<file path="src/design/vm2_pkg.sv">
// vm2_pkg: widths and payload types for the 2-d vector magnitude block
// no dependencies; imported by the channel interfaces and every module
package vm2_pkg;

   // component width, two's complement
   localparam int IN_W  = 32;
   // width of one square and of the sum of two squares
   localparam int SUM_W = 2 * IN_W;
   // partial remainder of the root recurrence
   localparam int REM_W = IN_W + 2;
   // result field width
   localparam int MAG_W = 32;

   // one digit of the root per cell
   localparam int CELL_COUNT = IN_W;

   // data handed from cell to cell
   typedef struct packed {
      logic [REM_W-1:0] rem;
      logic [IN_W-1:0]  root;
      logic [SUM_W-1:0] rad;
   } root_step_type;

endpackage

</file>
<file path="src/design/vm2_cell.sv">
// vm2_cell: one digit of the bitwise square root recurrence, registered
// depends on vm2_pkg
module vm2_cell (
   input  logic                   clock,
   input  logic                   reset,
   input  logic                   in_valid,
   output logic                   in_ready,
   input  vm2_pkg::root_step_type in_data,
   output logic                   out_valid,
   input  logic                   out_ready,
   output vm2_pkg::root_step_type out_data
);
   import vm2_pkg::*;

   logic [REM_W-1:0] rem_shift;
   logic [REM_W-1:0] trial;
   logic             take_bit;
   root_step_type    data_in;
   root_step_type    data_ff;
   logic             valid_ff;

   // bring down the next two radicand bits, try root*4+1
   assign rem_shift = {in_data.rem[REM_W-3:0], in_data.rad[SUM_W-1 -: 2]};
   assign trial     = {in_data.root, 2'b01};
   assign take_bit  = rem_shift >= trial;

   always_comb begin
      data_in.rem  = take_bit ? (rem_shift - trial) : rem_shift;
      data_in.root = {in_data.root[IN_W-2:0], take_bit};
      data_in.rad  = {in_data.rad[SUM_W-3:0], 2'b00};
   end

   assign in_ready = !valid_ff || out_ready;

   // cell register
   always_ff @(posedge clock) begin
      if (reset) begin
         valid_ff <= 1'b0;
      end else if (in_ready) begin
         valid_ff <= in_valid;
      end
      if (in_ready && in_valid) begin
         data_ff <= data_in;
      end
   end

   assign out_valid = valid_ff;
   assign out_data  = data_ff;

endmodule

</file>
<file path="config.mk">
export PLATFORM = sky130hd
export DESIGN_NAME = vm2_cell
export DESIGN_NICKNAME = d
export VERILOG_FILES = /design/src/design/vm2_pkg.sv /design/src/design/vm2_cell.sv
export SDC_FILE = /design/constraint.sdc
export NUM_CORES = 1
export LEC_CHECK = 0
export BUFFER_PORTS_ARGS = -buffer_cell sky130_fd_sc_hd__buf_2
export CAP_MARGIN = 0
export CELL_PAD_IN_SITES_DETAIL_PLACEMENT = 1
export CELL_PAD_IN_SITES_GLOBAL_PLACEMENT = 1
export CORE_MARGIN = 5
export CORE_UTILIZATION = 35
export CTS_BUF_LIST = sky130_fd_sc_hd__clkbuf_8
export CTS_CLUSTER_SIZE = 30
export DETAILED_ROUTE_END_ITERATION = 8
export MAX_ROUTING_LAYER = met4
export PLACE_DENSITY = 0.85
export SKIP_LAST_GASP = 1
export SLEW_MARGIN = 40
export SYNTH_ARGS = -nofsm -noshare
export SYNTH_HDL_FRONTEND = slang
export SYNTH_SLANG_ARGS = --single-unit
</file>
<file path="constraint.sdc">
create_clock -name clock -period 10.6 [get_ports clock]
set_input_delay 2.12 -clock clock [delete_from_list [all_inputs] [get_ports clock]]
set_output_delay 2.12 -clock clock [all_outputs]
set_load 0.01 [all_outputs]
</file>
* Word level (Yosys, flattened, before mapping)
Cells that the tools add are included.
** Storage, ports and cells
- Register bits after elaboration :: 129
- Input port bits :: 134
- Output and inout port bits :: 132
- Word-level logic and storage cells :: 10
** Cells by class
- Add/subtract/negate cells :: 1
- Order comparisons :: 1
- Multiplexer cells :: 1
- Reductions and logical operators :: 3
** Operator list (number)
- $ge 34x34->1 :: 1
- $mux 34 :: 1
- $sub 34x34->34 :: 1
- $logic_and 1x1->1 :: 1
- $logic_not 1->1 :: 1
- $logic_or 1x1->1 :: 1

* Longest topological paths before layout
- Depth in word-level cells :: 3
- Gate-level depth with buffers :: 12
- Gate-level depth less buffers :: 11

* Worst setup path after synthesis
OpenSTA, ideal clock, no wires.
- Kind :: in2reg
- Start :: input out_ready
- End :: register data_ff (netlist bit out_data[100]) (enable)
- Setup time :: 0.503 ns
- Arrival time :: 5.279 ns
- Data required time :: 10.097 ns
- Path slack :: 4.818 ns
- Cell stages on the path :: 2
- Buffers on the path :: 0
- Path through :: nand2b_1 > and2_1
** On the way
- Longest elaborated chain between the ends :: 2
** Ends and longest elaborated chain
- start: declaration :: RTL line vm2_cell.sv:10 : input logic out_ready,
- $logic_or 1x1->1 :: RTL line vm2_cell.sv:33 : assign in_ready = !valid_ff || out_ready;
- $logic_and 1x1->1 :: RTL line vm2_cell.sv:42 : if (in_ready && in_valid) begin
- end signal: assignment :: RTL line vm2_cell.sv:43 : data_ff <= data_in;
- end: declaration :: RTL line vm2_cell.sv:19 : root_step_type data_ff;
Every way passes these cells.
A chain may end at the register's enable or synchronous reset.

==> metrics.csv <==
metric,value,unit
status,"complete, no violations",
synthMuxAreaShare,0.337,%
yosys.area_share.xor_xnor,3.74,%
track_usage,17.7,%
seqPwrFrac,45.7,%
internal-power,972,uW
whs_path_depth,2,
max_slew_margin,52.0,%
path_clk_slew,80,ps
drcViolationCount,0,
cellLeakagePower,0.00372,uW
n_antenna_cell,0,
finalClockSkew,9.01,ps
vias,5044,
grt_busiest_layer,met2,
ys_ff_latch,129,
yosys_most_used_dff,edfxtp_1,
cp_data_arrival_time,4930,ps
nets,951,
synthSimpleGateAreaFrac,8.81,%
critical_path_required,10800,ps
detail_route.first_pass.iterations,4,
final.period_utilization,44.6,%
hold_viol_final,0,
yosysTopAreaCell,edfxtp_1,
synth_compound_area_share,15.0,%
grt_pass1_vias,5255,
drv_cap,0,
io_buffer_count,261,
setup_violations,0,
cts_resized,0,
synthDistinctLibCells,56,
synth_area_leaders,"edfxtp_1 61%, ha_1 6.7%, o21ai_0 3.4%",
synth_cells,517,
setup_tns,0,ps
final_cell_mix,"261 x buf_2, 128 x edfxtp_1, 52 x nand2_1",
r2r_cells,3,
grt_remaining_overflow,0,
synth_top_family_by_area,compound AO/OA/AOI/OAI gates,
met2_usage,30.5,%
r2r_slack,8480,ps
worst_setup_path_end_kind,flop,
hp-class,reg -> reg,
io_pins,266,
grt_use_met3,3.84,%
core,0.0178,mm^2
cts_buffer_depth,2,
crit_type,in -> reg,
antenna_found_initial,0,
rsz0062_at_grt,false,
drive_above_1_share,38.6,%
p_clk_share,35.5,%
die_y,144,um
final_common_cell,buf_2,
drt_iter0_drc,222,
post_cts_buffers,0,
gp_congestion,0.765,
holdPathEnd,out_valid,
numCtsBuffers,17,
power,1350,uW
async_flop_share,0,%
clk-insertion-delay-late,440,ps
crit_fanout,29,
htree_levels,4,
avgSynthCellArea,12.2,um^2
grt_pass1_wl,27600,um
yosysWarnings,0,
sw_frac_of_total,28.1,%
pwr-share-comb,18.8,%
synth_edf_count,128,
cts_root_buf,clkbuf_8,
r2r_start,out_valid,
cts_tree,built,
maxSlewViolCount,0,
cp-start-kind,primary input,
vias_per_cell,4.92,
fp.dieW,144,um
worst_pin_slew,720,ps
wire_per_inst,18.2,um
wl,18600,um
clock_sinks,129,
power.switching,381,uW
final_antenna_net_count,0,
max_freq,0.212,GHz
vdd_ir_drop_max,0.0729,mV
rr_endpoint,out_data[99],
power_density,163,mW/mm^2
die-area,0.0208,mm^2
synth_top_area_share,60.8,%
synthAdderAreaFrac,6.73,%
area_delta_synth_final,31.3,%
fp-row-count,49,
syn_area,0.00632,mm^2
initial_core_util,35.4,%
fin_crit,4730,ps
dpl.hpwl,14600,um
ys_seq_area_share,61.2,%
met1_usage,20.8,%
min_from,out_valid,
grt_max_degree,77,
ctsHoldBuffers,0,
routing by layer:
| metal | share of wire, % | up-vias |
|---|---|---|
| li1 | - | 2442 |
| met1 | 42 | 2408 |
| met4 | 1.5 | 0 |
| met3 | 6.7 | 19 |
| met5 | 0 | - |
| met2 | 50 | 175 |
worst max path at each step:
stage,start,slack [ps],endpoint
floorplan,out_ready,4820,out_data[100]
global placement,in_data[64],5430,out_data[127]
detailed placement,in_data[64],5380,out_data[127]
CTS,in_data[64],5860,out_data[127]
global route,in_data[64],5670,out_data[127]
finish,in_data[64],5870,out_data[127]
registers in the layout, summed over array words and instances (netlist names):
| register | count |
|---|---|
| out_data | 128 |
| out_valid | 1 |
power groups by stage:
stage	registers [uW]	logic [uW]	clock network, uW
floorplan	654	133	0
global placement	627	249	0
detailed placement	630	257	0
CTS	618	258	499
global route	621	282	522
finish	618	254	481
synth_stat cells (3+ instances only):
| master | number |
|---|---|
| inv_1 | 44 |
| buf_4 | 3 |
| o21a_1 | 10 |
| nor2b_1 | 5 |
| clkbuf_1 | 8 |
| a211oi_1 | 6 |
| and3_1 | 3 |
| nand2b_1 | 3 |
| a311oi_1 | 3 |
| nand3_1 | 10 |
| nand2_1 | 52 |
| xor2_1 | 14 |
| a21o_1 | 20 |
| edfxtp_1 | 128 |
| buf_2 | 5 |
| o21ai_0 | 43 |
| a21oi_1 | 31 |
| a31oi_1 | 3 |
| nand4_1 | 6 |
| xnor2_1 | 13 |
| nor3_1 | 8 |
| ha_1 | 34 |
| o21bai_1 | 4 |
| nor2_1 | 18 |
| o211ai_1 | 3 |
| or2_2 | 3 |
metrics by stage:
step                area (um^2)  setup slack (ps)  hold WS [ps]  utilization, %  cells
detailed placement         7850              5380           528            44.0    993
CTS                        8300              5860           542            46.5   1025
global route               8300              5670           570            46.5   1025
floorplan                  6320              4820           593               -    518
finish                     8300              5870           538            46.5   1025
global placement           7850              5430           503            44.0    993
kinds of logic after synthesis:
kind of cell,Yosys count
AOI/OAI and AO/OA,143
DFF,129
and+or+nand+nor,118
buffers and inverters,63
adders and majority gates,34
xor gates and xnor gates,27
muxes,2
other,1
worst max-delay path: stages:
cell,delay [ps]
buf_2,80
inv_1,40
ha_1,340
nor2b_1,180
o31ai_2,290
a21oi_1,170
nor3_2,430
a21oi_2,220
a311oi_4,340
buf_4,350
inv_1,140
nor2_1,140
nor3_2,60
layout make-up:
cell class	instances	area [um^2]
clock buffer	17	234
clock inverter	15	211
fill	2024	9540
inverter	44	165
multi-input combinational	326	2200
sequential	129	3860
tap	229	287
timing repair buffer	265	1340
Power figures use the tool's default switching activity.
