## src/design/vm2_pkg.sv

```systemverilog
// vm2_pkg: widths and payload types for the 2-d vector magnitude block
// no dependencies; imported by the channel interfaces and every module
package vm2_pkg;

   // component width, two's complement
   localparam int IN_W  = 32;
   // width of one square and of the sum of two squares
   localparam int SUM_W = 2 * IN_W;
   // partial remainder of the root recurrence
   localparam int REM_W = IN_W + 2;
   // result field width
   localparam int MAG_W = 32;

   // one digit of the root per cell
   localparam int CELL_COUNT = IN_W;

   // data handed from cell to cell
   typedef struct packed {
      logic [REM_W-1:0] rem;
      logic [IN_W-1:0]  root;
      logic [SUM_W-1:0] rad;
   } root_step_type;

endpackage

```

## src/design/vm2_square.sv

```systemverilog
// vm2_square: absolute values and squares, then the sum of squares
// two register stages with valid/ready; depends on vm2_pkg
module vm2_square (
   input  logic                            clock,
   input  logic                            reset,
   input  logic                            in_valid,
   output logic                            in_ready,
   input  logic signed [vm2_pkg::IN_W-1:0] x_value,
   input  logic signed [vm2_pkg::IN_W-1:0] y_value,
   output logic                            out_valid,
   input  logic                            out_ready,
   output logic [vm2_pkg::SUM_W-1:0]       out_sum
);
   import vm2_pkg::*;

   logic [IN_W-1:0]  abs_x;
   logic [IN_W-1:0]  abs_y;
   logic [SUM_W-1:0] sq_x_in;
   logic [SUM_W-1:0] sq_y_in;
   logic [SUM_W-1:0] sq_x_ff;
   logic [SUM_W-1:0] sq_y_ff;
   logic             sq_valid_ff;
   logic             sq_ready;
   logic [SUM_W-1:0] sum_in;
   logic [SUM_W-1:0] sum_ff;
   logic             sum_valid_ff;

   // magnitudes; the most negative value maps to 2^(IN_W-1) unsigned
   assign abs_x = x_value[IN_W-1] ? (IN_W'(0) - IN_W'(x_value)) : IN_W'(x_value);
   assign abs_y = y_value[IN_W-1] ? (IN_W'(0) - IN_W'(y_value)) : IN_W'(y_value);

   // one multiplier per component
   assign sq_x_in = SUM_W'(abs_x) * SUM_W'(abs_x);
   assign sq_y_in = SUM_W'(abs_y) * SUM_W'(abs_y);

   // sum of two squares stays below 2^(SUM_W-1)+1, fits SUM_W bits
   assign sum_in = sq_x_ff + sq_y_ff;

   // stage ready: empty or draining
   assign in_ready = !sq_valid_ff || sq_ready;
   assign sq_ready = !sum_valid_ff || out_ready;

   // square stage
   always_ff @(posedge clock) begin
      if (reset) begin
         sq_valid_ff <= 1'b0;
      end else if (in_ready) begin
         sq_valid_ff <= in_valid;
      end
      if (in_ready && in_valid) begin
         sq_x_ff <= sq_x_in;
         sq_y_ff <= sq_y_in;
      end
   end

   // sum stage
   always_ff @(posedge clock) begin
      if (reset) begin
         sum_valid_ff <= 1'b0;
      end else if (sq_ready) begin
         sum_valid_ff <= sq_valid_ff;
      end
      if (sq_ready && sq_valid_ff) begin
         sum_ff <= sum_in;
      end
   end

   assign out_valid = sum_valid_ff;
   assign out_sum   = sum_ff;

endmodule

```

## config.mk

```make
export PLATFORM = sky130hd
export DESIGN_NAME = vm2_square
export DESIGN_NICKNAME = d
export VERILOG_FILES = /design/src/design/vm2_pkg.sv /design/src/design/vm2_square.sv
export SDC_FILE = /design/constraint.sdc
export NUM_CORES = 2
export LEC_CHECK = 0
export ABC_AREA = 1
export BUFFER_PORTS_ARGS = -buffer_cell sky130_fd_sc_hd__buf_2
export CAP_MARGIN = 20
export CORE_ASPECT_RATIO = 1.2
export CORE_MARGIN = 5
export CORE_UTILIZATION = 45
export CTS_CLUSTER_SIZE = 8
export DETAILED_ROUTE_END_ITERATION = 12
export MAX_ROUTING_LAYER = met4
export PLACE_DENSITY = 0.7
export SYNTH_ARGS = -nofsm -noshare
export SYNTH_HDL_FRONTEND = slang
export SYNTH_SLANG_ARGS = --single-unit
export TNS_END_PERCENT = 10
```

## constraint.sdc

```tcl
create_clock -name clock -period 14.4 [get_ports clock]
set_input_delay 0.72 -clock clock [delete_from_list [all_inputs] [get_ports clock]]
set_output_delay 0.72 -clock clock [all_outputs]
set_load 0.02 [all_outputs]
```

# Yosys cells after proc, flatten, opt, wreduce, memory -nomap -nowiden
# Index checks and enable logic that the tools add are counted.
# Widths: inputs -> output; s select.
dict set report op_classes {
  add_sub_neg 3
  n_mul 2
  muxes 2
  reduce_logical 6
}
# cell count
set op_table {}
lappend op_table {{$mul 32x32->64} 2}
lappend op_table {{$add 64x64->64} 1}
lappend op_table {{$mux 32} 2}
lappend op_table {{$sub 1x32->32 const A} 2}
lappend op_table {{$logic_and 1x1->1} 2}
lappend op_table {{$logic_not 1->1} 2}
lappend op_table {{$logic_or 1x1->1} 2}
dict set report word_totals {
  reg_bits 194
  in_bits 68
  elab_cells 18
}

# Depth between registers and ports, before layout
dict set report depth {
  depth_word 4
  depth_mapped 44
}

# Worst setup path before layout
# No wires, ideal clock.
dict set report synth_path {
  kind {input port to flip-flop}
  from {input x_value[0] in the netlist's numbering}
  to {register sq_x_ff[61] (data pin)}
  setup_time_ns 0.252
  t_arrival_ns 7.968
  path_slack_ns 6.180
  path_stages 35
  path_buffers 4
  path_cell_list {buf_6 -> inv_4 -> clkbuf_1 -> ha_1 -> nand3_1 -> nand2_1 -> xor2_1 -> buf_2 -> buf_2 -> nand2_1 -> fa_1 -> inv_1 -> fa_1 -> inv_1 -> fa_1 -> fa_1 -> inv_1 -> fa_1 -> inv_1 -> fa_1 -> inv_1 -> fa_1 -> inv_1 -> fa_1 -> inv_1 -> ha_1 -> nand2_1 -> nor2_1 -> inv_1 -> o21ai_0 -> nand2_1 -> nand3_1 -> nand2_1 -> nand3_1 -> nand2_1}
}
dict set report synth_between {
  elab_chain_cells 3
}
# element line_no
set synth_lines {}
lappend synth_lines {{start: declaration} vm2_square.sv:8} ;# input logic signed [vm2_pkg::IN_W-1:0] x_value,
lappend synth_lines {{$sub 1x32->32} vm2_square.sv:29} ;# assign abs_x = x_value[IN_W-1] ? (IN_W'(0) - IN_W'(x_value)) : IN_W'(x_value);
lappend synth_lines {{$mux 32 *} vm2_square.sv:29}
lappend synth_lines {{$mul 32x32->64 *} vm2_square.sv:33} ;# assign sq_x_in = SUM_W'(abs_x) * SUM_W'(abs_x);
lappend synth_lines {{via sq_x_in[61]} vm2_square.sv:18} ;# logic [SUM_W-1:0] sq_x_in;
lappend synth_lines {{end signal: assignment} vm2_square.sv:51} ;# sq_x_ff <= sq_x_in;
lappend synth_lines {{end: declaration} vm2_square.sv:20} ;# logic [SUM_W-1:0] sq_x_ff;
# The timed path passes the listed nets; every way through them passes the cells marked *.
# A chain may end at the register's enable or synchronous reset.

# Final worst setup path
dict set report layout_path {
  from {input y_value[0] in the netlist's numbering}
  to {register sq_y_ff[63] (data pin)}
}
dict set report layout_between {
  elab_chain_cells 3
}
# element line_no
set layout_lines {}
lappend layout_lines {{start: declaration} vm2_square.sv:9} ;# input logic signed [vm2_pkg::IN_W-1:0] y_value,
lappend layout_lines {{$sub 1x32->32} vm2_square.sv:30} ;# assign abs_y = y_value[IN_W-1] ? (IN_W'(0) - IN_W'(y_value)) : IN_W'(y_value);
lappend layout_lines {{$mux 32 *} vm2_square.sv:30}
lappend layout_lines {{$mul 32x32->64 *} vm2_square.sv:34} ;# assign sq_y_in = SUM_W'(abs_y) * SUM_W'(abs_y);
lappend layout_lines {{via sq_y_in[63]} vm2_square.sv:19} ;# logic [SUM_W-1:0] sq_y_in;
lappend layout_lines {{end signal: assignment} vm2_square.sv:52} ;# sq_y_ff <= sq_y_in;
lappend layout_lines {{end: declaration} vm2_square.sv:21} ;# logic [SUM_W-1:0] sq_y_ff;
# Marks and branches as above.

==> flow_summary.toml <==
[min_path]
hold_path.class = "primary input to flip-flop"
min_path_cells = 2

[die]
core_mm2 = 0.1642
rows = 163
die_y_um = 454.6
die_x_um = 380.5
io_pins = 134
dieArea_mm2 = 0.1730
start_util = 0.4515

[yosys]
yosysUniqueCellTypes = 50
syn_inst = 9360
ys_warn_count = 0
syn_area_mm2 = 0.07413
avgSynthCellArea_um2 = 7.920
ys_seq_elements = 192
synth.yosys.seq_area_share = 0.07751

[worst_setup_path]
worst_setup_path_end_kind = "flip-flop"
cpMostUsedCell = "nand2_1"
crit_type = "primary input to flip-flop"
slowest_delay_ns = 0.66
rr_worst_depth = 10
required_ns = 14.63
startpoint_type = "primary input"
crit_slowest_cell = "clkinv_1"
crit_fanout = 25
cp.arrival_ns = 10.25

[layout]
areaGrowthSynthToFinish_pct = 5.043
instances_no_fill = 11610
final_nets = 11740
regArea_mm2 = 0.005746
drive_above_1_share = 0.03592
design_area_mm2 = 0.07787
layout_common_cells = "inv_1 (2821), nand2_1 (2118), fa_1 (1591)"
multi_input_area_mm2 = 0.05697
fillers = 16180
layout_commonest_cell = "inv_1"

[timing]
fin_worst_skew_ns = 0.01995
fmax_mhz = 99.77
fin_crit_sh = 0.6960
maxSlewHeadroom = 0.2720
min_period_ns = 10.02
hold_violations = 0
grt_setup_unrepaired = "false"
final_max_slew_viol_count = 0
setup_violations = 0
tns_ns = 0
worstMarginPinSlew_ns = 1.091
worst_slack_ns = 4.377

[clock_tree]
cts_hold_buf = 0
clk_latency_ns = 0.48
clkSinkCount = 192
cts_root_buf = "clkbuf_16"
tritoncts = "done"
post_cts.repair.setup_buffers = 0
post_cts_resized = 0
cts_made_buffers = 17
h-tree-depth = 4
clockBufferDepth = 2
path_clk_slew_ns = 0.08

[detailed_routing]
wl_met3_um = 16200
highest_layer = "met4"
routedWlPerCell_um = 20.42
totalWireLength_um = 237200
wl_met1_um = 89540
routed-wl-met2_um = 116000
drt-pass1-iter-count = 8
final_antenna_net_count = 0
via_count = 59490
avgViaCountPerCell = 5.122
drc = 0
initialDrtViolationCount = 4276

[global_route]
grt_overflow = 0
grt_pass1_vias = 65140
grt_first_pass_wirelength_um = 369400
grt_max_degree = 75
track_usage = 0.2871
antenna_found_initial = 3

[place]
dp_hpwl_um = 197800
dpl_cell_area_mm2 = 0.07725
gp_congestion = 0.9965
dp.cells = 11580
io_buffers = 133
place_ws_ns = 3.988

[status]
status = "finished, final reports clean"

[run]
drv_cap = 0
final timing paths:
check,start,endpoint,slack [ns]
hold reg to reg,out_valid$_SDFFE_PP0P_,out_valid$_SDFFE_PP0P_,0.53
hold / removal,reset,out_valid$_SDFFE_PP0P_,0.42
setup reg to reg,sq_x_ff[47]$_DFFE_PP_,out_sum[55]$_DFFE_PP_,11.61
setup / recovery,y_value[0],sq_y_ff[63]$_DFFE_PP_,4.38
routing by layer:
layer	vias up	GRT usage
li1	27010	-
met1	29330	0.3325
met2	2395	0.4935
met3	751	0.03821
met4	0	0.1433
met5	-	-
per-stage QoR:
stage / utilization / hold WS (ns)
2_1_floorplan: - / 0.4448
3_3_place_gp: 0.4706 / 0.5055
3_5_place_dp: 0.4706 / 0.5196
4_1_cts: 0.4742 / 0.3930
5_1_grt: 0.4743 / 0.3999
6_report: 0.4743 / 0.4179
Yosys cell counts (all sizes together):
master / instances / area (um2)
inv: 2851 / 10710
nand2: 2147 / 8129
fa: 1591 / 31850
nor2: 853 / 3304
ha: 630 / 7883
nand3: 248 / 1289
a21oi: 198 / 991.0
edfxtp: 190 / 5705
buf: 137 / 779.5
xor2: 122 / 1110
o21ai: 118 / 609.3
nand4: 52 / 325.3
nor3: 41 / 205.2
o21bai: 39 / 292.8
clkbuf: 28 / 105.1
nand3b: 24 / 180.2
xnor2: 22 / 192.7
or2: 13 / 81.33
and2: 11 / 68.81
clkinv: 11 / 46.30
o21a: 8 / 60.06
nor4: 6 / 37.54
a31o: 5 / 43.79
a21o: 4 / 30.03
o211ai: 3 / 22.52
a21boi: 2 / 15.01
conb: 2 / 7.510
dfxtp: 2 / 40.04
and3: 1 / 6.260
o31ai: 1 / 7.510
sequential cells by signal, summed over array words and instances (netlist names):
register	cells
sq_y_ff	63
sq_x_ff	63
sq_valid_ff	1
out_sum	64
out_valid	1
final cells by class:
type                            instances  area share
Tap cell                             2145     0.03447
Timing Repair Buffer                  190     0.01404
Multi-Input combinational cell       6189      0.7316
Sequential cell                       192     0.07378
Clock inverter                         15    0.002298
Clock buffer                           17    0.005463
Inverter                             2862      0.1382
Antenna cell                            4   0.0001285
logic make-up after synthesis:
family	Yosys count	share of synthesized area
simple gates	3396	0.1838
fa+ha+maj	2221	0.5360
other cells	2	0.0001013
xor+xnor	144	0.01757
compound gates	378	0.02795
flops	192	0.07751
buf+inv	3027	0.1571
worst max-delay path, delay by kind of cell:
family                   cells  cell delay, ns
AND/OR/NAND/NOR             17            2.43
adder cells (fa/ha/maj)     10            5.09
buffers and inverters        6            1.98
Power is not shown: default switching activity piles up to over one toggle a cycle in this logic, so the estimate is an artifact.
